<file path="src/rtl/core/bpc_pkg.sv">
// bpc_pkg: shared types, codes and constants for the button press classifier.
// No dependencies; used by bpc_eval, button_press_classifier_unit and the testbench.
package bpc_pkg;

    localparam int unsigned BUTTONS = 2;

    localparam int unsigned STAMP_W = 32;
    localparam int unsigned CFG_W   = 16;

    localparam logic [CFG_W-1:0] DEBOUNCE_RESET  = 16'd20;
    localparam logic [CFG_W-1:0] LONG_TIME_RESET = 16'd500;

    // configuration register indexes
    localparam logic [0:0] REG_DEBOUNCE_TIME   = 1'b0;
    localparam logic [0:0] REG_LONG_PRESS_TIME = 1'b1;

    // item kinds
    localparam logic KIND_SAMPLE = 1'b0;
    localparam logic KIND_READ   = 1'b1;

    typedef enum logic [1:0] {
        CODE_NONE  = 2'd0,
        CODE_SHORT = 2'd1,
        CODE_LONG  = 2'd2
    } t_code;

    typedef struct packed {
        logic               last_pressed;
        logic [STAMP_W-1:0] press_stamp;
        logic [STAMP_W-1:0] release_stamp;
        t_code              pending_code;
        logic               long_fired;
    } t_btn_state;

    localparam t_btn_state BTN_STATE_RESET = '{
        last_pressed:  1'b0,
        press_stamp:   '0,
        release_stamp: '0,
        pending_code:  CODE_NONE,
        long_fired:    1'b0
    };

endpackage

</file>
<file path="src/rtl/core/button_press_classifier_unit.sv">
// button_press_classifier_unit: debounced short/long press classifier, top level.
// Depends on bpc_pkg and bpc_eval.
//
//  channel   dir   handshake                     payload
//  s_axis    in    s_axis_tvalid/tready          tdata: button, level, now_ms; tuser: kind
//  m_axis    out   m_axis_tvalid/tready          tdata: press_code, held
//  cfg       in    i_cfg_we                      i_cfg_idx, i_cfg_wdata
//
// One word per cycle sustained while results are taken; an input register, then
// per-button evaluate and write-back into the result register.
// Per-button state is read and written in the same cycle, so back-to-back words
// on one button need no forwarding. Synchronous active-low reset clears the valid
// flags, button state and configuration. A stalled result holds the input register;
// s_axis_tready drops only when both stages are full.
module button_press_classifier_unit (
    input  logic                       i_clk,
    input  logic                       i_rst_n,
    input  logic                       s_axis_tvalid,
    output logic                       s_axis_tready,
    input  logic [39:0]                s_axis_tdata,  // [0] button, [1] level, [33:2] now_ms
    input  logic                       s_axis_tuser,  // [0] kind
    output logic                       m_axis_tvalid,
    input  logic                       m_axis_tready,
    output logic [7:0]                 m_axis_tdata,  // [1:0] press_code, [2] held
    input  logic                       i_cfg_we,
    input  logic [0:0]                 i_cfg_idx,
    input  logic [bpc_pkg::CFG_W-1:0]  i_cfg_wdata
);

    logic [bpc_pkg::CFG_W-1:0]   r_debounce;
    logic [bpc_pkg::CFG_W-1:0]   r_long_time;

    logic                        r_s1_vld;
    logic                        r_s1_kind;
    logic                        r_s1_btn;
    logic                        r_s1_level;
    logic [bpc_pkg::STAMP_W-1:0] r_s1_now;

    logic                        r_out_vld;
    logic [1:0]                  r_out_code;
    logic                        r_out_held;

    bpc_pkg::t_btn_state         r_btn [bpc_pkg::BUTTONS];

    logic                        w_accept;
    logic                        w_adv;
    logic                        w_in_range;
    bpc_pkg::t_btn_state         w_cur;
    bpc_pkg::t_btn_state         n_btn;
    logic [1:0]                  n_code;
    logic                        n_held;

    assign w_adv         = r_s1_vld && (!r_out_vld || m_axis_tready);
    assign s_axis_tready = !r_s1_vld || w_adv;
    assign w_accept      = s_axis_tvalid && s_axis_tready;
    assign w_in_range    = (32'(r_s1_btn) < 32'(bpc_pkg::BUTTONS));
    assign w_cur         = r_btn[r_s1_btn];

    bpc_eval u_eval (
        .i_state      (w_cur),
        .i_kind       (r_s1_kind),
        .i_level      (r_s1_level),
        .i_now_ms     (r_s1_now),
        .i_debounce   (r_debounce),
        .i_long_time  (r_long_time),
        .o_state      (n_btn),
        .o_press_code (n_code),
        .o_held       (n_held)
    );

    always_ff @(posedge i_clk) begin
        if (!i_rst_n) begin
            r_debounce  <= bpc_pkg::DEBOUNCE_RESET;
            r_long_time <= bpc_pkg::LONG_TIME_RESET;
        end else if (i_cfg_we) begin
            unique case (i_cfg_idx)
                bpc_pkg::REG_DEBOUNCE_TIME:   r_debounce  <= i_cfg_wdata;
                bpc_pkg::REG_LONG_PRESS_TIME: r_long_time <= i_cfg_wdata;
                default: ;
            endcase
        end
    end

    always_ff @(posedge i_clk) begin
        if (!i_rst_n) begin
            r_s1_vld <= 1'b0;
        end else if (w_accept) begin
            r_s1_vld <= 1'b1;
        end else if (w_adv) begin
            r_s1_vld <= 1'b0;
        end
    end

    always_ff @(posedge i_clk) begin
        if (w_accept) begin
            r_s1_kind  <= s_axis_tuser;
            r_s1_btn   <= s_axis_tdata[0];
            r_s1_level <= s_axis_tdata[1];
            r_s1_now   <= s_axis_tdata[33:2];
        end
    end

    always_ff @(posedge i_clk) begin
        if (!i_rst_n) begin
            for (int i = 0; i < bpc_pkg::BUTTONS; i++) begin
                r_btn[i] <= bpc_pkg::BTN_STATE_RESET;
            end
        end else if (w_adv && w_in_range) begin
            r_btn[r_s1_btn] <= n_btn;
        end
    end

    always_ff @(posedge i_clk) begin
        if (!i_rst_n) begin
            r_out_vld <= 1'b0;
        end else if (w_adv) begin
            r_out_vld <= 1'b1;
        end else if (m_axis_tready) begin
            r_out_vld <= 1'b0;
        end
    end

    always_ff @(posedge i_clk) begin
        if (w_adv) begin
            r_out_code <= w_in_range ? n_code : 2'(bpc_pkg::CODE_NONE);
            r_out_held <= w_in_range && n_held;
        end
    end

    assign m_axis_tvalid = r_out_vld;
    assign m_axis_tdata  = {5'b0, r_out_held, r_out_code};

endmodule

</file>
<file path="src/rtl/core/bpc_eval.sv">
// bpc_eval: next-state and result logic for one button and one word.
// Depends on bpc_pkg.
module bpc_eval (
    input  bpc_pkg::t_btn_state          i_state,
    input  logic                         i_kind,
    input  logic                         i_level,
    input  logic [bpc_pkg::STAMP_W-1:0]  i_now_ms,
    input  logic [bpc_pkg::CFG_W-1:0]    i_debounce,
    input  logic [bpc_pkg::CFG_W-1:0]    i_long_time,
    output bpc_pkg::t_btn_state          o_state,
    output logic [1:0]                   o_press_code,
    output logic                         o_held
);

    logic                        w_pressed;
    logic [bpc_pkg::STAMP_W-1:0] w_dt_press;
    logic [bpc_pkg::STAMP_W-1:0] w_dt_rel;
    logic [bpc_pkg::STAMP_W-1:0] w_deb;
    logic [bpc_pkg::STAMP_W-1:0] w_long;
    logic                        w_free;

    assign w_pressed  = ~i_level;
    assign w_dt_press = i_now_ms - i_state.press_stamp;
    assign w_dt_rel   = i_now_ms - i_state.release_stamp;
    assign w_deb      = bpc_pkg::STAMP_W'(i_debounce);
    assign w_long     = bpc_pkg::STAMP_W'(i_long_time);
    assign w_free     = (i_state.pending_code == bpc_pkg::CODE_NONE) && !i_state.long_fired;

    always_comb begin
        o_state      = i_state;
        o_press_code = 2'(bpc_pkg::CODE_NONE);
        if (i_kind == bpc_pkg::KIND_READ) begin
            o_press_code         = 2'(i_state.pending_code);
            o_state.pending_code = bpc_pkg::CODE_NONE;
        end else begin
            if (w_pressed && !i_state.last_pressed) begin
                if (w_dt_rel > w_deb) begin
                    o_state.press_stamp = i_now_ms;
                    o_state.long_fired  = 1'b0;
                end
            end else if (!w_pressed && i_state.last_pressed) begin
                if (w_dt_press > w_deb) begin
                    o_state.release_stamp = i_now_ms;
                    if (w_free) begin
                        o_state.pending_code = (w_dt_press >= w_long) ? bpc_pkg::CODE_LONG
                                                                      : bpc_pkg::CODE_SHORT;
                    end
                    o_state.long_fired = 1'b0;
                end
            end else if (w_pressed && i_state.last_pressed) begin
                if ((w_dt_press >= w_long) && w_free) begin
                    o_state.pending_code = bpc_pkg::CODE_LONG;
                    o_state.long_fired   = 1'b1;
                end
            end
            o_state.last_pressed = w_pressed;
        end
        o_held = o_state.last_pressed;
    end

endmodule

</file>
<file path="config.mk">
export PLATFORM = sky130hd
export DESIGN_NAME = button_press_classifier_unit
export DESIGN_NICKNAME = d
export VERILOG_FILES = /design/src/rtl/core/bpc_pkg.sv /design/src/rtl/core/button_press_classifier_unit.sv /design/src/rtl/core/bpc_eval.sv
export SDC_FILE = /design/constraint.sdc
export NUM_CORES = 1
export LEC_CHECK = 0
export BUFFER_PORTS_ARGS = -buffer_cell sky130_fd_sc_hd__buf_2
export CORE_AREA = 8 8 193 214
export CTS_CLUSTER_DIAMETER = 50
export DETAILED_ROUTE_END_ITERATION = 7
export DIE_AREA = 0 0 201 222
export GPL_ROUTABILITY_DRIVEN = 0
export PLACE_DENSITY = 0.65
export RECOVER_POWER = 100
export SLEW_MARGIN = 20
export SYNTH_ARGS = -nofsm -noshare
export SYNTH_HDL_FRONTEND = slang
export SYNTH_SLANG_ARGS = --single-unit
</file>
<file path="constraint.sdc">
create_clock -name i_clk -period 8.24 [get_ports i_clk]
set_clock_uncertainty 0.15 [all_clocks]
set_input_delay 0.412 -clock i_clk [delete_from_list [all_inputs] [get_ports i_clk]]
set_output_delay 0.412 -clock i_clk [all_outputs]
set_load 0.02 [all_outputs]
</file>
==> results of run 1 <==
## placed cells by master (no fill, tap or decap), drive strengths merged, types with 9 or more instances in the layout
cell	count
xnor2	28
o211ai	19
a21o	34
nand3	23
xor2	14
o21a	16
mux2	36
nor2b	12
o21ai	49
o21bai	9
buf	56
nor2	50
mux2i	102
nor3	23
edfxtp	174
a211oi	74
nand4	27
nand2	251
dlygate4sd3	52
a21oi	93
ha	112
nand2b	11
dfxtp	35
clkbuf	48
inv	123
a21boi	55
## synth_stat cells, types with 23 or more instances
| cell type | number |
|---|---|
| mux2_2 | 36 |
| clkbuf_1 | 69 |
| mux2i_1 | 102 |
| a21boi_0 | 54 |
| o21ai_0 | 45 |
| a211oi_1 | 72 |
| ha_1 | 112 |
| nor2_1 | 50 |
| xnor2_1 | 28 |
| dfxtp_1 | 35 |
| nor3_1 | 23 |
| nand3_1 | 23 |
| nand2_1 | 251 |
| inv_1 | 116 |
| nand4_1 | 27 |
| edfxtp_1 | 174 |
| a21oi_1 | 93 |
| a21o_1 | 34 |
## state kept, by name, indices dropped and copies added, names as in the netlist, named ones only
name,flops
m_axis_tvalid,1
r_s1_level,1
r_btn,136
r_s1_btn,1
r_long_time,16
r_debounce,16
r_out_code,2
r_s1_now,32
r_s1_kind,1
r_s1_vld,1
r_out_held,1
## routing by layer
metal / GRT usage / vias to the layer above / routed length, um
li1: - / 5879 / -
met1: 0.226 / 5943 / 18000
met2: 0.293 / 397 / 19000
met3: 0.0225 / 91 / 2280
met4: 0.0656 / 0 / 1290
met5: 0 / - / 0
## power groups by stage
stage / registers [uW] / clock network (uW) / logic (uW)
after floorplan: 1250 / 0 / 661
after global placement: 1260 / 0 / 865
after detailed placement: 1260 / 0 / 885
after CTS: 1240 / 1350 / 911
after global routing: 1250 / 1390 / 1010
final: 1240 / 1320 / 918
## area by class of cell
type | instances | share of cell area
clock inverters | 21 | 0.0146
flip-flops and latches | 209 | 0.349
clock buffers | 34 | 0.0464
well taps | 500 | 0.0369
repair buffers | 122 | 0.0512
inverters | 116 | 0.0257
multi-input cells | 1153 | 0.476
## kinds of logic after synthesis
logic type / synth area share
DFF: 0.399
and+or+nand+nor: 0.134
AOI/OAI and AO/OA: 0.190
other: 0.000253
buffers and inverters: 0.0579
xor gates and xnor gates: 0.0248
adders and majority gates: 0.0971
muxes: 0.0961
## stage by stage
| stage | hold WS [ns] | util | cells | setup WS, ns | power [uW] |
|---|---|---|---|---|---|
| after floorplan | 0.293 | - | 1569 | 2.36 | 1910 |
| after global placement | 0.306 | 0.411 | 2048 | 1.74 | 2130 |
| after detailed placement | 0.310 | 0.411 | 2048 | 1.65 | 2150 |
| after CTS | 0.0249 | 0.453 | 2155 | 1.63 | 3500 |
| after global routing | 0.0744 | 0.451 | 2155 | 0.665 | 3650 |
| final | 0.0496 | 0.451 | 2155 | 1.03 | 3480 |
## path summary, 6_finish.rpt
path	cells past startpoint	slack [ns]	end	from
worst max-delay path	18	1.03	r_btn[0][33]$_SDFFCE_PN0P_	flop
worst min-delay path	3	0.05	m_axis_tvalid$_SDFFE_PN0P_	m_axis_tready
worst min register to register	2	0.32	r_debounce[8]$_SDFFE_PN0P_	r_debounce[8]$_SDFFE_PN0P_
worst max register to register	18	1.03	r_btn[0][33]$_SDFFCE_PN0P_	flop
## worst max-delay path, cell delays in order (launching register included)
cell and delay [ns]:
dfxtp_4 0.56, buf_4 0.60, mux2_1 0.43, inv_1 0.11, ha_1 0.32, a21oi_1 0.22, o21ai_0 0.23, or3_1 0.44
o21ai_0 0.12, xnor2_1 0.18, ha_1 0.33, o21ai_0 0.09, nor3_1 0.29, nor4_1 0.09, a21oi_1 0.67, nor3_1 0.07
or4b_4 0.52, and2_2 1.12, a211oi_1 0.21
## repair_timing
item	in CTS	in global routing
resized for setup	0	0
hold buffers	52	0
hold endpoints to repair	68	0
==> impl_metrics.yaml, run 1 <==
timing:
  setup_viol: 0
  maxSlewViolCount: 178
  rsz0062_at_grt: "false"
  hold_viol_final: 0
  slew_headroom: -1.29
  post-route-min-period_ns: 7.21
  worst_pin_slew_ns: 3.43
  fin_crit_sh: 0.875
  tns_ns: 0
  max_freq_mhz: 139
clock_network:
  clock_sinks: 209
  ctsLongestPathBuffers: 3
  htree_levels: 1
  cts.clk_slew.worst_paths_ns: 0.06
  post-cts-setup-buffer-count: 0
  cts_root_buf: "clkbuf_16"
  clock_latency_ns: 0.56
  cts_buffers: 30
  cts_tree: "built"
yosys:
  synth_area_leaders: "edfxtp_1 (35%), ha_1 (9.4%), mux2i_1 (6.9%), nand2_1 (6.3%), dfxtp_1 (4.7%)"
  netlist_area_um2: 14800
  synth_cell_types: 75
  synth_edf_count: 174
  yosys_warnings: 0
  synthCells: 1565
  ys_async_sr_fraction: 0
  synth_top_area_share: 0.352
  syn_area_per_cell_um2: 9.48
  ys_seq_elements: 209
  ys_seq_area_frac: 0.399
  yosysTopAreaCell: "edfxtp_1"
  synth_ff_type: "edfxtp_1"
die:
  core_um2: 37600
  die_h_um: 222
  dieArea_um2: 44600
  start_util: 0.394
  fp-row-count: 75
  ios: 73
  die_x_um: 201
final_layout:
  multiInputGateArea_um2: 8070
  layout-drive-gt1-share: 0.0937
  finalNetCount: 1809
  final_area_um2: 17000
  fillerInstances: 3515
  diodes: 0
  syn2layout_area_growth_pct: 14.3
  regArea_um2: 5930
routing:
  first_pass_iters: 5
  drc: 0
  antenna_left: 0
  drt-initial-drc-count: 761
  vias_per_cell: 5.71
  wl_mm: 40.6
  avgRoutedWirePerCell_um: 18.8
  num_vias: 12300
pwr:
  seq_power_share: 0.357
  peakVddDrop_mv: 0.141
  power_density_nw_per_um2: 205
  clkPwrFrac: 0.380
  combPwrFrac: 0.263
  switchingPower_uw: 1100
  leakage_uw: 0.00653
  p_int_uw: 2390
  swShare: 0.315
worst_hold_path:
  hp-class: "in2reg"
placed_design:
  portBuffers: 61
  place_area_um2: 15500
  dp_hpwl_mm: 28.9
setup_path:
  path_class: "reg2reg"
  cp-start-kind: "flop"
  worstPathRequired_ns: 8.26
  worstPathArrival_ns: 7.23
  endpoint_kind: "flop"
  critPathMaxFanout: 64
grt:
  grt_use_total: 0.175
  grt_pass1_vias: 12100
  grt_pass1_wl_mm: 64.4
  grt_max_degree: 69
  antenna_found_initial: 0
  grt_overflow: 0
outcome:
  status: "finished, violations left"
  failed_checks: "max-capacitance violations, max-slew violations"
job:
  maxCapViolCount: 4
Note: power is estimated with default switching activity, not from simulation.
==> inputs of run 2 (changes only) <==
--- a/config.mk
+++ b/config.mk
@@ -6,12 +6,12 @@
 export NUM_CORES = 1
 export LEC_CHECK = 0
 export BUFFER_PORTS_ARGS = -buffer_cell sky130_fd_sc_hd__buf_2
-export CORE_AREA = 8 8 193 214
+export CORE_AREA = 8 8 174 176
 export CTS_CLUSTER_DIAMETER = 50
 export DETAILED_ROUTE_END_ITERATION = 7
-export DIE_AREA = 0 0 201 222
+export DIE_AREA = 0 0 182 184
 export GPL_ROUTABILITY_DRIVEN = 0
-export PLACE_DENSITY = 0.65
+export PLACE_DENSITY = 0.85
 export RECOVER_POWER = 100
 export SLEW_MARGIN = 20
 export SYNTH_ARGS = -nofsm -noshare
==> constraint.sdc (replaced) <==
create_clock -name i_clk -period 6.2 [get_ports i_clk]
set_clock_uncertainty 0.15 [all_clocks]
set_input_delay 0.31 -clock i_clk [delete_from_list [all_inputs] [get_ports i_clk]]
set_output_delay 0.31 -clock i_clk [all_outputs]
set_load 0.02 [all_outputs]
==> impl_metrics.yaml, run 2 (same netlist as run 1, synthesis figures left out) <==
routing:
  wl_mm: 39.2
  vias_per_cell: 6.31
  drc: 0
  drt-initial-drc-count: 1302
  antenna_left: 0
  num_vias: 12700
  avgRoutedWirePerCell_um: 19.5
  first_pass_iters: 6
die:
  ios: 73
  die_x_um: 182
  core_um2: 27500
  start_util: 0.540
  dieArea_um2: 33500
  die_h_um: 184
  fp-row-count: 61
final_layout:
  fillerInstances: 2166
  regMostFlops: "r_btn"
  syn2layout_area_growth_pct: 13.0
  fin_util: 0.610
  largest_reg_flops: 136
  diodes: 0
  regArea_um2: 5930
  stdcell_count: 2009
  multiInputGateArea_um2: 8100
  final_common_cell: "nand2_1"
  reg.largest.list: "r_btn x136, r_s1_now x32"
  finalNetCount: 1820
  layout-drive-gt1-share: 0.102
  layout_common_cells: "nand2_1 (251), edfxtp_1 (174), inv_1 (116)"
clock_network:
  htree_levels: 1
  cts_buffers: 26
  cts_tree: "built"
  clock_latency_ns: 0.54
  cts_root_buf: "clkbuf_16"
  cts.clk_slew.worst_paths_ns: 0.06
  clock_sinks: 209
  post-cts-setup-buffer-count: 0
  ctsLongestPathBuffers: 3
setup_path:
  critPathCapture: "r_btn[1][66]$_SDFFCE_PN0P_"
  worstPathArrival_ns: 6.24
  cp-start-kind: "flop"
  r2r_setup_slack_ns: 0.18
  crit_buf_inv: 3
  path_class: "reg2reg"
  r2r_cells: 22
  worstPathRequired_ns: 6.42
  critPathMaxFanout: 32
  path_depth: 22
  cp_common_cell: "o21ai_0"
  cpPeakStageDelay_ns: 0.56
  crit_slowest_cell: "dfxtp_4"
  r2r-end: "r_btn[1][66]$_SDFFCE_PN0P_"
  endpoint_kind: "flop"
  crit_family: "compound AO/OA/AOI/OAI gates"
  path_cells: "buf_4, mux2i_1, ha_1, a211oi_1, o21ai_0, o21ai_0, nor2b_1, o21bai_1, a21oi_1, xnor2_1, ha_1, nand3_1, nor3_1, o21ai_0, a21oi_1, nor4_1, nand4_1, nor4_1, buf_4, nor4_4, buf_6, mux2i_1"
grt:
  grt_use_total: 0.228
  antenna_found_initial: 0
  grt_pass1_vias: 12200
  grt_overflow: 0
  grt_max_degree: 49
  grt_pass1_wl_mm: 62.7
worst_hold_path:
  hp-start: "i_rst_n"
  hp-class: "in2reg"
placed_design:
  dp_hpwl_mm: 27.4
  place_inst: 1907
  portBuffers: 61
timing:
  slew_headroom: -0.817
  tns_ns: 0
  rsz0062_at_grt: "false"
  max_freq_mhz: 166
  fin_crit_sh: 0.970
  worst_pin_slew_ns: 2.72
  post-route-min-period_ns: 6.02
  hold_viol_final: 0
  setup_viol: 0
  maxSlewViolCount: 144
job:
  maxCapViolCount: 4
pwr:
  leakage_uw: 0.00654
  peakVddDrop_mv: 0.197
  power_density_nw_per_um2: 260
outcome:
  status: "finished, violations left"
  failed_checks: "max-capacitance violations, max-slew violations"
run 2: timing repair:
item,CTS,global route
endpoints found under the hold margin,70,0
hold buffers,54,0
endpoints found under the setup margin,0,99
resized for setup,0,3
run 2: worst reg2reg max path, cell delays in order, from the launching register on:
cell and delay (ns):
dfxtp_4 0.56, buf_4 0.28, mux2i_1 0.26, ha_1 0.33
a211oi_1 0.45, o21ai_0 0.23, o21ai_0 0.17, nor2b_1 0.26
o21bai_1 0.09, a21oi_1 0.17, xnor2_1 0.09, ha_1 0.33
nand3_1 0.10, nor3_1 0.38, o21ai_0 0.24, a21oi_1 0.34
nor4_1 0.11, nand4_1 0.13, nor4_1 0.08, buf_4 0.16
nor4_4 0.24, buf_6 0.40, mux2i_1 0.30
run 2: layout make-up:
class | instances | share of cell area
clock buffer | 35 | 0.0428
clock inverter | 13 | 0.00716
inverter | 116 | 0.0260
multi-input combinational | 1153 | 0.483
sequential | 209 | 0.354
tap | 346 | 0.0258
timing repair buffer | 137 | 0.0618
run 2: through the flow:
| step | cell area, um2 | hold slack (ns) | setup WS, ns | total power, uW |
|---|---|---|---|---|
| after CTS | 16800 | 0.0731 | 0.234 | 4350 |
| after global routing | 16800 | 0.211 | 0.00751 | 4560 |
| after detailed placement | 15400 | 0.310 | 0.271 | 2840 |
| after floorplan | 14900 | 0.259 | 0.321 | 2530 |
| after global placement | 15400 | 0.303 | 0.355 | 2800 |
| final | 16800 | 0.175 | 0.183 | 4360 |
run 2: worst min-delay path by stage:
stage                                   end  slack [ns]  cells past startpoint
5_1_grt         r_long_time[2]$_SDFFE_PN1P_        0.21                      2
2_1_floorplan            r_s1_btn$_DFFE_PP_        0.26                      0
4_1_cts          r_debounce[9]$_SDFFE_PN0P_        0.07                      4
3_5_place_dp   r_long_time[11]$_SDFFE_PN0P_        0.31                      2
6_report        r_long_time[7]$_SDFFE_PN1P_        0.18                      2
3_3_place_gp   r_long_time[15]$_SDFFE_PN0P_        0.30                      2
run 2: power by group:
| group | total (uW) | switching [uW] | leakage, uW | internal, uW |
|---|---|---|---|---|
| clock network | 1480 | 614 | 0.000415 | 867 |
| registers | 1650 | 49.6 | 0.00207 | 1600 |
| logic | 1230 | 735 | 0.00406 | 496 |
| total | 4360 | 1400 | 0.00654 | 2970 |
run 2: layer usage:
layer,vias up,global-route usage,wire [um]
met5,-,0,0
met4,0,0.104,1600
met3,121,0.0346,3360
met2,639,0.377,18300
met1,6020,0.292,16000
li1,5891,-,-
